File: config.mk
export PLATFORM = sky130hd
export DESIGN_NAME = anti_replay_sequence_window_unit_flat
export DESIGN_NICKNAME = d
export VERILOG_FILES = /design/src/rtl/arsw_pkg.sv /design/src/rtl/arsw_req_if.sv /design/src/rtl/arsw_rsp_if.sv /design/src/rtl/anti_replay_sequence_window_unit.sv /design/src/flat_wrapper.sv
export SDC_FILE = /design/constraint.sdc
export NUM_CORES = 1
export LEC_CHECK = 0
export BUFFER_PORTS_ARGS = -buffer_cell sky130_fd_sc_hd__buf_4
export CORE_UTILIZATION = 57
export CTS_CLUSTER_SIZE = 16
export DETAILED_ROUTE_END_ITERATION = 10
export PLACE_DENSITY = 0.88
export SLEW_MARGIN = 20
export SYNTH_ARGS = -nofsm -noshare
export SYNTH_HDL_FRONTEND = slang
export SYNTH_SLANG_ARGS = --single-unit
File: constraint.sdc
create_clock -name clk -period 7 [get_ports clk]
set_clock_uncertainty 0.2 [all_clocks]
set_input_delay 1.05 -clock clk [delete_from_list [all_inputs] [get_ports clk]]
set_output_delay 1.05 -clock clk [all_outputs]
set_load 0.005 [all_outputs]
File: src/rtl/arsw_pkg.sv
package arsw_pkg;

  localparam int unsigned WINDOW_SIZE_DEF = 64;
  localparam int unsigned SESSION_W       = 64;
  localparam int unsigned SEQ_W           = 32;

  typedef enum logic {
    KIND_CHECK = 1'b0,
    KIND_CLEAR = 1'b1
  } kind_t;

  typedef enum logic {
    VERDICT_ACCEPT = 1'b0,
    VERDICT_REJECT = 1'b1
  } verdict_t;

  typedef struct packed {
    kind_t                kind;
    logic [SESSION_W-1:0] session_ident;
    logic [SEQ_W-1:0]     seq_number;
  } req_t;

  typedef struct packed {
    verdict_t verdict;
  } rsp_t;

endpackage

File: src/rtl/arsw_req_if.sv
interface arsw_req_if;
  import arsw_pkg::*;

  logic valid;
  logic ready;
  req_t data;

  modport source (output valid, output data, input ready);
  modport sink (input valid, input data, output ready);
endinterface

File: src/rtl/arsw_rsp_if.sv
interface arsw_rsp_if;
  import arsw_pkg::*;

  logic valid;
  logic ready;
  rsp_t data;

  modport source (output valid, output data, input ready);
  modport sink (input valid, input data, output ready);
endinterface

File: src/rtl/anti_replay_sequence_window_unit.sv
// Anti-replay sliding window checker for one receive session.
// Channels: req (sink) carries kind, session_ident and seq_number; rsp
// (source) carries one verdict per request, 0 = accept, 1 = reject.
// A clear request empties the window and always answers accept.
// Path: a request taken on req waits in the input register, then moves to the
// result register, whose verdict drives rsp; a result stalled on rsp can hold
// the next request in the input register.
// Throughput: one request per cycle unless rsp stalls; the single window
// update (64-bit session compare, 32-bit subtract and a WINDOW_SIZE-bit shift)
// sits between the input and result registers and sets that figure.
// Stalls: a result waiting on rsp does not block the input register, so one
// more request is taken; req.ready drops only when both registers are full.
// Reset (rst, synchronous): drop both pipeline registers and mark the window
// empty; the first check afterwards adopts its session and is accepted.
// Sequence numbers do not wrap: a smaller number is always older.
module anti_replay_sequence_window_unit #(
  parameter int unsigned WINDOW_SIZE = arsw_pkg::WINDOW_SIZE_DEF
) (
  input logic       clk,
  input logic       rst,
  arsw_req_if.sink  req,
  arsw_rsp_if.source rsp
);
  import arsw_pkg::*;

  // Shift amount width: jumps inside the window fit in this many bits.
  localparam int unsigned SH_W = (WINDOW_SIZE > 1) ? $clog2(WINDOW_SIZE) : 1;
  localparam logic [WINDOW_SIZE-1:0] BIT0 = WINDOW_SIZE'(1);
  localparam logic [SEQ_W-1:0] WIN_LIMIT = SEQ_W'(WINDOW_SIZE);

  // Input register stage.
  logic a_valid;
  req_t a_item;

  // Result register stage.
  logic     b_valid;
  verdict_t b_verdict;

  // Window state.
  logic                   window_valid;
  logic [SESSION_W-1:0]   current_session;
  logic [SEQ_W-1:0]       top_sequence;
  logic [WINDOW_SIZE-1:0] seen_bits;

  logic                   window_valid_next;
  logic [SESSION_W-1:0]   current_session_next;
  logic [SEQ_W-1:0]       top_sequence_next;
  logic [WINDOW_SIZE-1:0] seen_bits_next;
  verdict_t               verdict_next;

  logic                   advance;
  logic                   same_session;
  logic                   is_newer;
  logic [SEQ_W-1:0]       jump;
  logic [SEQ_W-1:0]       age;
  logic [WINDOW_SIZE-1:0] age_bit;

  // Move the input register into the result register whenever the result
  // register is free or being drained this cycle.
  assign advance   = a_valid && (!b_valid || rsp.ready);
  assign req.ready = !a_valid || advance;

  assign rsp.valid        = b_valid;
  assign rsp.data.verdict = b_verdict;

  assign same_session = window_valid && (current_session == a_item.session_ident);
  assign is_newer     = a_item.seq_number > top_sequence;
  assign jump         = a_item.seq_number - top_sequence;
  assign age          = top_sequence - a_item.seq_number;
  assign age_bit      = BIT0 << age[SH_W-1:0];

  always_comb begin
    window_valid_next    = window_valid;
    current_session_next = current_session;
    top_sequence_next    = top_sequence;
    seen_bits_next       = seen_bits;
    verdict_next         = VERDICT_ACCEPT;

    priority if (a_item.kind == KIND_CLEAR) begin
      // Empty the window; the other fields are stale until adopted again.
      window_valid_next = 1'b0;
    end else if (!same_session) begin
      // Adopt a new session with only its own sequence marked.
      window_valid_next    = 1'b1;
      current_session_next = a_item.session_ident;
      top_sequence_next    = a_item.seq_number;
      seen_bits_next       = BIT0;
    end else if (is_newer) begin
      // Slide the window forward; a jump past its end leaves only bit 0.
      top_sequence_next = a_item.seq_number;
      if (jump >= WIN_LIMIT) begin
        seen_bits_next = BIT0;
      end else begin
        seen_bits_next = (seen_bits << jump[SH_W-1:0]) | BIT0;
      end
    end else if (age >= WIN_LIMIT) begin
      verdict_next = VERDICT_REJECT;
    end else if ((seen_bits & age_bit) != '0) begin
      verdict_next = VERDICT_REJECT;
    end else begin
      seen_bits_next = seen_bits | age_bit;
    end
  end

  always_ff @(posedge clk) begin
    if (rst) begin
      a_valid      <= 1'b0;
      b_valid      <= 1'b0;
      window_valid <= 1'b0;
    end else begin
      if (req.ready) begin
        a_valid <= req.valid;
      end
      if (advance) begin
        b_valid      <= 1'b1;
        window_valid <= window_valid_next;
      end else if (rsp.ready) begin
        b_valid <= 1'b0;
      end
    end
  end

  // Payload registers: no reset needed.
  always_ff @(posedge clk) begin
    if (req.valid && req.ready) begin
      a_item <= req.data;
    end
    if (advance) begin
      b_verdict       <= verdict_next;
      current_session <= current_session_next;
      top_sequence    <= top_sequence_next;
      seen_bits       <= seen_bits_next;
    end
  end

endmodule

File: src/flat_wrapper.sv
// flat-port wrapper written by rule: the top's interface ports become plain ports
module anti_replay_sequence_window_unit_flat import arsw_pkg::*;
#(
  parameter int unsigned WINDOW_SIZE = arsw_pkg::WINDOW_SIZE_DEF
)
  (clk, rst, req_valid, req_data, req_ready, rsp_valid, rsp_data, rsp_ready);
  arsw_req_if req_i ();
  arsw_rsp_if rsp_i ();
  input logic clk;
  input logic rst;
  input wire logic [$bits(req_i.valid)-1:0] req_valid;
  input wire logic [$bits(req_i.data)-1:0] req_data;
  output wire logic [$bits(req_i.ready)-1:0] req_ready;
  output wire logic [$bits(rsp_i.valid)-1:0] rsp_valid;
  output wire logic [$bits(rsp_i.data)-1:0] rsp_data;
  input wire logic [$bits(rsp_i.ready)-1:0] rsp_ready;
  assign req_i.valid = req_valid;
  assign req_i.data = req_data;
  assign req_ready = req_i.ready;
  assign rsp_valid = rsp_i.valid;
  assign rsp_data = rsp_i.data;
  assign rsp_i.ready = rsp_ready;
  anti_replay_sequence_window_unit #(.WINDOW_SIZE(WINDOW_SIZE)) u_core (.clk(clk), .rst(rst), .req(req_i), .rsp(rsp_i));
endmodule
==> results of run 1 <==
==> final timing paths <==
path                                end
max                u_core.seen_bits[11]
min          u_core.current_session[58]
max reg2reg        u_core.seen_bits[11]
min reg2reg  u_core.current_session[58]
==> synthesized netlist by cell type, types with 29 or more instances <==
| cell type | count | area share, % |
|---|---|---|
| edfxtp_1 | 258 | 42 |
| nand4_1 | 29 | 0.99 |
| a211oi_1 | 46 | 1.9 |
| nor2_1 | 146 | 3.0 |
| a21oi_1 | 207 | 5.7 |
| clkbuf_1 | 79 | 1.6 |
| ha_1 | 63 | 4.3 |
| mux2i_1 | 100 | 5.5 |
| xnor2_1 | 38 | 1.8 |
| nand2_1 | 197 | 4.0 |
| xor2_1 | 50 | 2.4 |
| o21ai_0 | 94 | 2.6 |
| o22ai_1 | 48 | 1.6 |
| inv_1 | 97 | 2.0 |
==> worst reg2reg max path: stages (launching register included) <==
cell	delay, ns
edfxtp_1	0.45
ha_4	0.20
fa_1	0.50
nand2b_1	0.22
a21oi_1	0.38
xnor2_1	0.26
and2_0	0.52
a32oi_1	0.40
o221ai_1	0.16
or4_1	0.53
nor4_1	0.25
a31oi_1	0.23
nor2_4	0.12
buf_4	0.71
==> cell families (layout without fill, tap and decap cells) <==
| kind of cell | count (synthesis) | after routing | synth area share, % |
|---|---|---|---|
| multiplexers | 126 | 126 | 7.86 |
| flip-flops | 261 | 261 | 42.6 |
| buffers and inverters | 222 | 275 | 4.97 |
| AND/OR/NAND/NOR | 562 | 562 | 14.4 |
| adder cells (fa/ha/maj) | 65 | 65 | 4.52 |
| XOR/XNOR | 88 | 88 | 4.20 |
| AO/OA/AOI/OAI | 596 | 596 | 21.4 |
==> power by group through the flow <==
stage,clock network (mW),registers [mW],logic (mW)
2_1_floorplan,0,1.84,0.774
3_3_place_gp,0,1.85,1.11
3_5_place_dp,0,1.85,1.12
4_1_cts,1.44,1.82,1.13
5_1_grt,1.50,1.82,1.25
6_report,1.42,1.82,1.18
==> metal layers <==
| layer | wire length [µm] | global-route usage (%) | vias to the layer above |
|---|---|---|---|
| li1 | - | - | 7258 |
| met1 | 23200 | 47.3 | 7619 |
| met2 | 25500 | 53.6 | 1053 |
| met3 | 6050 | 7.32 | 177 |
| met4 | 2710 | 15.2 | 0 |
| met5 | 0 | 0 | - |
==> cell type report <==
class / count / area, µm²
Tap cell: 402 / 503
Timing Repair Buffer: 125 / 938
Fill cell: 2398 / 11400
Multi-Input combinational cell: 1437 / 9780
Sequential cell: 261 / 7810
Inverter: 99 / 372
Clock buffer: 35 / 727
Clock inverter: 16 / 153
==> state kept, by name, summed over array words and instances (netlist names) <==
name                    flops
u_core.a_item              97
u_core.a_valid              1
u_core.seen_bits           64
u_core.rsp.data             1
u_core.window_valid         1
u_core.top_sequence        32
u_core.current_session     64
u_core.rsp.valid            1
==> metrics by stage <==
step	hold slack, ns	setup WS, ns	cells
floorplan	0.226	0.421	1920
global placement	0.236	1.77	2324
detailed placement	0.236	1.56	2324
CTS	0.255	1.50	2375
global route	0.269	1.08	2375
finish	0.257	1.42	2375
==> impl_table.tex, run 1 <==
\begin{tabular}{lr}
\hline
Metric & Value \\
\hline
\multicolumn{2}{l}{\textbf{Critical path}} \\
Length in cells of the worst reg-to-reg path & 13 \\
Category of the most critical setup path & register to register \\
Critical path data arrival time & 5.56 ns \\
Kind of launch point of the worst setup path & register \\
Highest fanout seen on the critical path & 64 \\
Launch point of the critical path & u\_core.a\_item[0] \\
Cell with the biggest individual delay on the critical path & buf\_4 \\
Start of the worst register-to-register path & u\_core.a\_item[0] \\
Reg-to-reg slack, setup & 1.42 ns \\
Cell-by-cell listing of the critical path & ha\_4 -> fa\_1 -> nand2b\_1 -> a21oi\_1 -> xnor2\_1 -> and2\_0 -> a32oi\_1 -> o221ai\_1 -> or4\_1 -> nor4\_1 -> a31oi\_1 -> nor2\_4 -> buf\_4 \\
Worst EP required & 6.98 ns \\
Dominant delay contributor by cell family on the critical path & simple AND/OR/NAND/NOR gates \\
Element type at the critical path end & register \\
Number of gates on the worst path with buffers counted & 13 \\
Crit-path max cell delay & 0.71 ns \\
Number of buffers and inverters on the critical path & 1 \\
\multicolumn{2}{l}{\textbf{Global routing}} \\
Number of antenna violations at the first check in global routing & 0 \\
Total global-route track usage & 34.8\% \\
GR Overflow Total & 0 \\
First-pass GRT wire length & 88.5 mm \\
Vias in the first global route & 15500 \\
Maximum number of pins on one net before global-route repair & 66 \\
\multicolumn{2}{l}{\textbf{Power and ir drop}} \\
Internal power & 2.97 mW \\
Peak supply drop & 235 µV \\
Net load switching power & 1.45 mW \\
Total chip power & 4.42 mW \\
Proportion of total power due to net switching & 32.8\% \\
Leakage power summed over all cells & 7.74 nW \\
Portion of total power attributed to the clock network & 32.2\% \\
Sequential power share & 41.2\% \\
Pwr/cell area & 218 nW/µm² \\
Gate power share & 26.6\% \\
\multicolumn{2}{l}{\textbf{Synth}} \\
Synth cell types & 84 \\
Synth Instances & 1920 \\
Asr flop ratio synth & 0\% \\
Yosys warns & 0 \\
Synthesized netlist net count & 2086 \\
Number of flops mapped to enable cells by yosys & 258 \\
Flops \& latches, synth & 261 \\
Mean instance size in the synthesized netlist & 9.55 µm² \\
Portion of the post-synthesis area used by sequential elements & 42.6\% \\
Top flip-flop cell by instance count after synthesis & edfxtp\_1 \\
Netlist area before placement & 18300 µm² \\
\multicolumn{2}{l}{\textbf{Final layout}} \\
Layout cell share with drive strength beyond 1 & 12.5\% \\
Final layout net count & 2118 \\
Antenna fix cells & 0 \\
Post-synthesis to final-layout area growth & 10.6\% \\
Leading cell type in the layout, fill and taps excluded & edfxtp\_1 \\
Share of the core filled with cells & 64.1\% \\
Total non-filler cell area in the finished layout & 20300 µm² \\
Most used cells in the layout excluding fill and tap cells & edfxtp\_1, a21oi\_1, nand2\_1 \\
\multicolumn{2}{l}{\textbf{Placement}} \\
Area after detailed placement & 19400 µm² \\
Detailed placer's ending HPWL & 41.3 mm \\
Weighted congestion at the end of routability-driven global placement & 1.02 \\
Port bufs & 103 \\
\multicolumn{2}{l}{\textbf{Clock tree}} \\
CTS tree & done \\
Clock tree sinks & 261 \\
Number of clock buffers inserted by TritonCTS & 28 \\
Quantity of hold-fixing buffers added after cts & 0 \\
Post-cts resize count & 0 \\
Clock latency at the later pin of the worst-skew pair & 0.59 ns \\
Buffer count from post-CTS setup fixing & 0 \\
Bufs on Longest Clock Path & 3 \\
Root Buffer & clkbuf\_16 \\
CTS clock-pin slew for the worst setup and hold paths & 0.06 ns \\
Clock H-tree levels & 1 \\
\multicolumn{2}{l}{\textbf{Timing}} \\
Sum of negative setup slack & 0 ns \\
Final setup viols & 0 \\
Endpoints failing hold & 0 \\
Total count of max-transition violations in the final report & 0 \\
Period utilization & 79.7\% \\
Timing-limited maximum frequency & 0.179 GHz \\
Unrepaired setup endpoints after global routing & false \\
Final period demand of the worst path & 5.58 ns \\
Relative slew slack & 25.4\% \\
Transition time at the pin with the least slew margin & 1.11 ns \\
\multicolumn{2}{l}{\textbf{Drt}} \\
Post-route ant nets & 0 \\
Via count & 16100 \\
Total iterations of the first detailed-routing run & 6 \\
DRC marker count from the first detailed-route iteration & 2379 \\
DRC errors left & 0 \\
Final WL & 57.5 mm \\
Via-per-instance ratio & 6.78 \\
Routed wirelength normalized by instance count & 24.2 µm \\
\multicolumn{2}{l}{\textbf{Hold path}} \\
Hold Path Stages & 0 \\
Hold/Removal Path Class & register to register \\
Hold wc startpoint & u\_core.a\_item[90] \\
\multicolumn{2}{l}{\textbf{Floorplan}} \\
Core area & 31600 µm² \\
Initial cell density of the core & 58.0\% \\
Floorplan die height & 181 µm \\
Floorplan row count & 65 \\
Total I/O pin count & 104 \\
Die outline area & 32900 µm² \\
Horiz. Die Dim & 181 µm \\
\multicolumn{2}{l}{\textbf{Outcome}} \\
Result of the run & completed \\
\multicolumn{2}{l}{\textbf{Job}} \\
Max-capacitance violation count & 0 \\
\hline
\end{tabular}
Power figures use the tool's default switching activity.
==> inputs of run 2 (changes only) <==
--- a/config.mk
+++ b/config.mk
@@ -6,10 +6,10 @@
 export NUM_CORES = 1
 export LEC_CHECK = 0
 export BUFFER_PORTS_ARGS = -buffer_cell sky130_fd_sc_hd__buf_4
-export CORE_UTILIZATION = 57
+export CORE_UTILIZATION = 60
 export CTS_CLUSTER_SIZE = 16
 export DETAILED_ROUTE_END_ITERATION = 10
-export PLACE_DENSITY = 0.88
+export PLACE_DENSITY = 0.89
 export SLEW_MARGIN = 20
 export SYNTH_ARGS = -nofsm -noshare
 export SYNTH_HDL_FRONTEND = slang
==> constraint.sdc (replaced) <==
create_clock -name clk -period 5.3 [get_ports clk]
set_clock_uncertainty 0.2 [all_clocks]
set_input_delay 0.795 -clock clk [delete_from_list [all_inputs] [get_ports clk]]
set_output_delay 0.795 -clock clk [all_outputs]
set_load 0.005 [all_outputs]
==> run 2 against run 1 <==
  * Utilization rose by 4.3 points
  * Total power rose by 31%
  * Non-clock buffer count rose by 21
  * Wire length rose by 6.4%
  * Cell area rose by 0.71%
  * Critical path depth did not move
  * Clock power rose by 27%
  * Register-to-register slack got worse by 1.1 ns
  * Largest cell class unchanged
==> impl_table.tex, run 2 (synthesized netlist as in run 1, its figures left out) <==
\begin{tabular}{lr}
\hline
Metric & Value \\
\hline
\multicolumn{2}{l}{\textbf{Timing}} \\
Sum of negative setup slack & 0 ns (unchanged) \\
Endpoints failing hold & 0 (unchanged) \\
Total count of max-transition violations in the final report & 0 (unchanged) \\
Relative slew slack & 13.3\% (-12 points) \\
Transition time at the pin with the least slew margin & 1.30 ns (+0.182 ns) \\
Final setup viols & 0 (unchanged) \\
Worst setup margin & 0.329 ns (-1.09 ns) \\
Final period demand of the worst path & 4.97 ns (-0.607 ns) \\
Unrepaired setup endpoints after global routing & false \\
Period utilization & 93.8\% (+14 points) \\
Timing-limited maximum frequency & 0.201 GHz (+12\%) \\
\multicolumn{2}{l}{\textbf{Power and ir drop}} \\
Net load switching power & 1.99 mW (+37\%) \\
Gate power share & 27.6\% (+1.0 points) \\
Pwr/cell area & 284 nW/µm² (+30\%) \\
Sequential power share & 41.4\% (+0.2 points) \\
Proportion of total power due to net switching & 34.2\% (+1.4 points) \\
Peak supply drop & 408 µV (+74\%) \\
Portion of total power attributed to the clock network & 31.0\% (-1.2 points) \\
Internal power & 3.82 mW (+29\%) \\
Leakage power summed over all cells & 7.83 nW (+1.2\%) \\
\multicolumn{2}{l}{\textbf{Drt}} \\
DRC errors left & 0 (unchanged) \\
Post-route ant nets & 0 (unchanged) \\
Via-per-instance ratio & 6.92 (+2.0\%) \\
Via count & 16500 (+2.3\%) \\
DRC marker count from the first detailed-route iteration & 2590 (+8.9\%) \\
Final WL & 61.1 mm (+6.4\%) \\
Total iterations of the first detailed-routing run & 6 (unchanged) \\
Routed wirelength normalized by instance count & 25.7 µm (+6.1\%) \\
\multicolumn{2}{l}{\textbf{Final layout}} \\
Share of the core filled with cells & 68.4\% (+4.3 points) \\
Leading cell type in the layout, fill and taps excluded & edfxtp\_1 \\
Area used by multi-input combinational logic & 9770 µm² (-0.17\%) \\
Flip-flop count of the largest register after layout & 97 (unchanged) \\
Count of filler cells inserted in the layout & 2170 (-9.5\%) \\
Antenna fix cells & 0 (unchanged) \\
Sequential cell area & 7810 µm² (unchanged) \\
Final layout net count & 2138 (+0.94\%) \\
Register with the highest flop count & u\_core.a\_item \\
Most used cells in the layout excluding fill and tap cells & edfxtp\_1, a21oi\_1, nand2\_1 \\
Top flop regs & u\_core.a\_item x97, u\_core.current\_session x64, u\_core.seen\_bits x64 \\
Layout cell share with drive strength beyond 1 & 13.5\% (+0.98 points) \\
Post-synthesis to final-layout area growth & 11.4\% \\
\multicolumn{2}{l}{\textbf{Clock tree}} \\
CTS tree & done \\
Bufs on Longest Clock Path & 3 (unchanged) \\
Quantity of hold-fixing buffers added after cts & 0 (unchanged) \\
Clock tree sinks & 261 (unchanged) \\
Post-cts resize count & 0 (unchanged) \\
Clock latency at the later pin of the worst-skew pair & 0.59 ns (about the same) \\
Root Buffer & clkbuf\_16 \\
Number of clock buffers inserted by TritonCTS & 27 (-3.6\%) \\
Buffer count from post-CTS setup fixing & 0 (unchanged) \\
CTS clock-pin slew for the worst setup and hold paths & 0.07 ns (about the same) \\
Clock H-tree levels & 1 (unchanged) \\
\multicolumn{2}{l}{\textbf{Floorplan}} \\
Die outline area & 31300 µm² (-4.9\%) \\
Initial cell density of the core & 61.4\% (+3.4 points) \\
Floorplan row count & 63 (-3.1\%) \\
Floorplan die height & 177 µm (-2.5\%) \\
Core area & 29900 µm² (-5.6\%) \\
Horiz. Die Dim & 177 µm (-2.5\%) \\
Total I/O pin count & 104 (unchanged) \\
\multicolumn{2}{l}{\textbf{Critical path}} \\
Setup crit end & u\_core.seen\_bits[8] \\
Worst EP required & 5.32 ns (-1.66 ns) \\
Start of the worst register-to-register path & u\_core.a\_item[4] \\
Length in cells of the worst reg-to-reg path & 13 (unchanged) \\
Critical path data arrival time & 4.99 ns (-0.57 ns) \\
Element type at the critical path end & register \\
Reg-to-reg slack, setup & 0.33 ns (-1.09 ns) \\
Cell with the biggest individual delay on the critical path & and2\_1 \\
Crit-path max cell delay & 0.52 ns (-0.19 ns) \\
Launch point of the critical path & u\_core.a\_item[4] \\
Highest fanout seen on the critical path & 64 (unchanged) \\
FF-to-FF End & u\_core.seen\_bits[8] \\
Kind of launch point of the worst setup path & register \\
Cell-by-cell listing of the critical path & ha\_1 -> buf\_4 -> clkinv\_1 -> o21bai\_1 -> or3\_1 -> nand2\_1 -> and2\_1 -> a211oi\_1 -> nand4\_1 -> nor4\_1 -> a31oi\_1 -> nor2\_4 -> buf\_12 \\
Category of the most critical setup path & register to register \\
\multicolumn{2}{l}{\textbf{Global routing}} \\
Maximum number of pins on one net before global-route repair & 65 (-1.5\%) \\
Number of antenna violations at the first check in global routing & 1 (+1) \\
Total global-route track usage & 39.0\% (+4.2 points) \\
GR Overflow Total & 0 (unchanged) \\
Vias in the first global route & 15500 (+0.20\%) \\
First-pass GRT wire length & 92.3 mm (+4.2\%) \\
\multicolumn{2}{l}{\textbf{Placement}} \\
Port bufs & 103 (unchanged) \\
Detailed placer's ending HPWL & 44.1 mm (+6.8\%) \\
Weighted congestion at the end of routability-driven global placement & 1.04 (+1.8\%) \\
Worst slack after detailed placement & 0.464 ns (-1.10 ns) \\
\multicolumn{2}{l}{\textbf{Hold path}} \\
Hold/Removal Path Class & primary input to register \\
\multicolumn{2}{l}{\textbf{Outcome}} \\
Result of the run & completed \\
\multicolumn{2}{l}{\textbf{Job}} \\
Max-capacitance violation count & 0 (unchanged) \\
\hline
\end{tabular}
==> run 2: final cells by class <==
cell class                      count  area share, %
Sequential cell                   261           38.2
Clock buffer                       29           3.34
Tap cell                          390           2.39
Inverter                           99           1.82
Multi-Input combinational cell   1437           47.8
Timing Repair Buffer              146           5.77
Clock inverter                     21          0.643
==> run 2: how the worst min path moves through the flow <==
stage | startpoint | endpoint | depth (start not counted)
2_1_floorplan | u_core.a_item[78] | u_core.current_session[46] | 0
3_3_place_gp | u_core.a_item[78] | u_core.current_session[46] | 0
3_5_place_dp | u_core.a_item[82] | u_core.current_session[50] | 0
4_1_cts | req_data[19] | u_core.a_item[19] | 1
5_1_grt | req_data[22] | u_core.a_item[22] | 1
6_report | req_data[17] | u_core.a_item[17] | 1
==> run 2: per-layer routing <==
| layer | wire (µm) | up-vias | global-route usage, % |
|---|---|---|---|
| li1 | - | 7294 | - |
| met1 | 24100 | 7821 | 52.5 |
| met2 | 27100 | 1158 | 61.2 |
| met3 | 7340 | 207 | 9.82 |
| met4 | 2550 | 2 | 13.5 |
| met5 | 11 | - | 0 |
==> run 2: power by group through the flow <==
stage	combinational, mW	clock (mW)	sequential [mW]
2_1_floorplan	1.02	0	2.43
3_3_place_gp	1.51	0	2.44
3_5_place_dp	1.52	0	2.45
4_1_cts	1.53	1.80	2.40
5_1_grt	1.70	1.87	2.41
6_report	1.60	1.80	2.41
==> run 2: metrics by stage <==
stage               instance area (µm²)  std cells  power, mW  hold WS (ns)
floorplan                         18300       1920       3.45         0.226
global placement                  19600       2332       3.94         0.236
detailed placement                19600       2332       3.97         0.256
CTS                               20400       2382       5.74         0.182
global route                      20400       2383       5.98         0.187
finish                            20400       2383       5.81         0.183
==> run 2: critical path: cells and delay by family, from the launching register on <==
family                     cells  cell delay, ns
adders and majority gates      1            0.43
and+or+nand+nor                6            1.70
buffers and inverters          3            0.81
DFF                            1            0.43
AOI/OAI and AO/OA              3            0.99
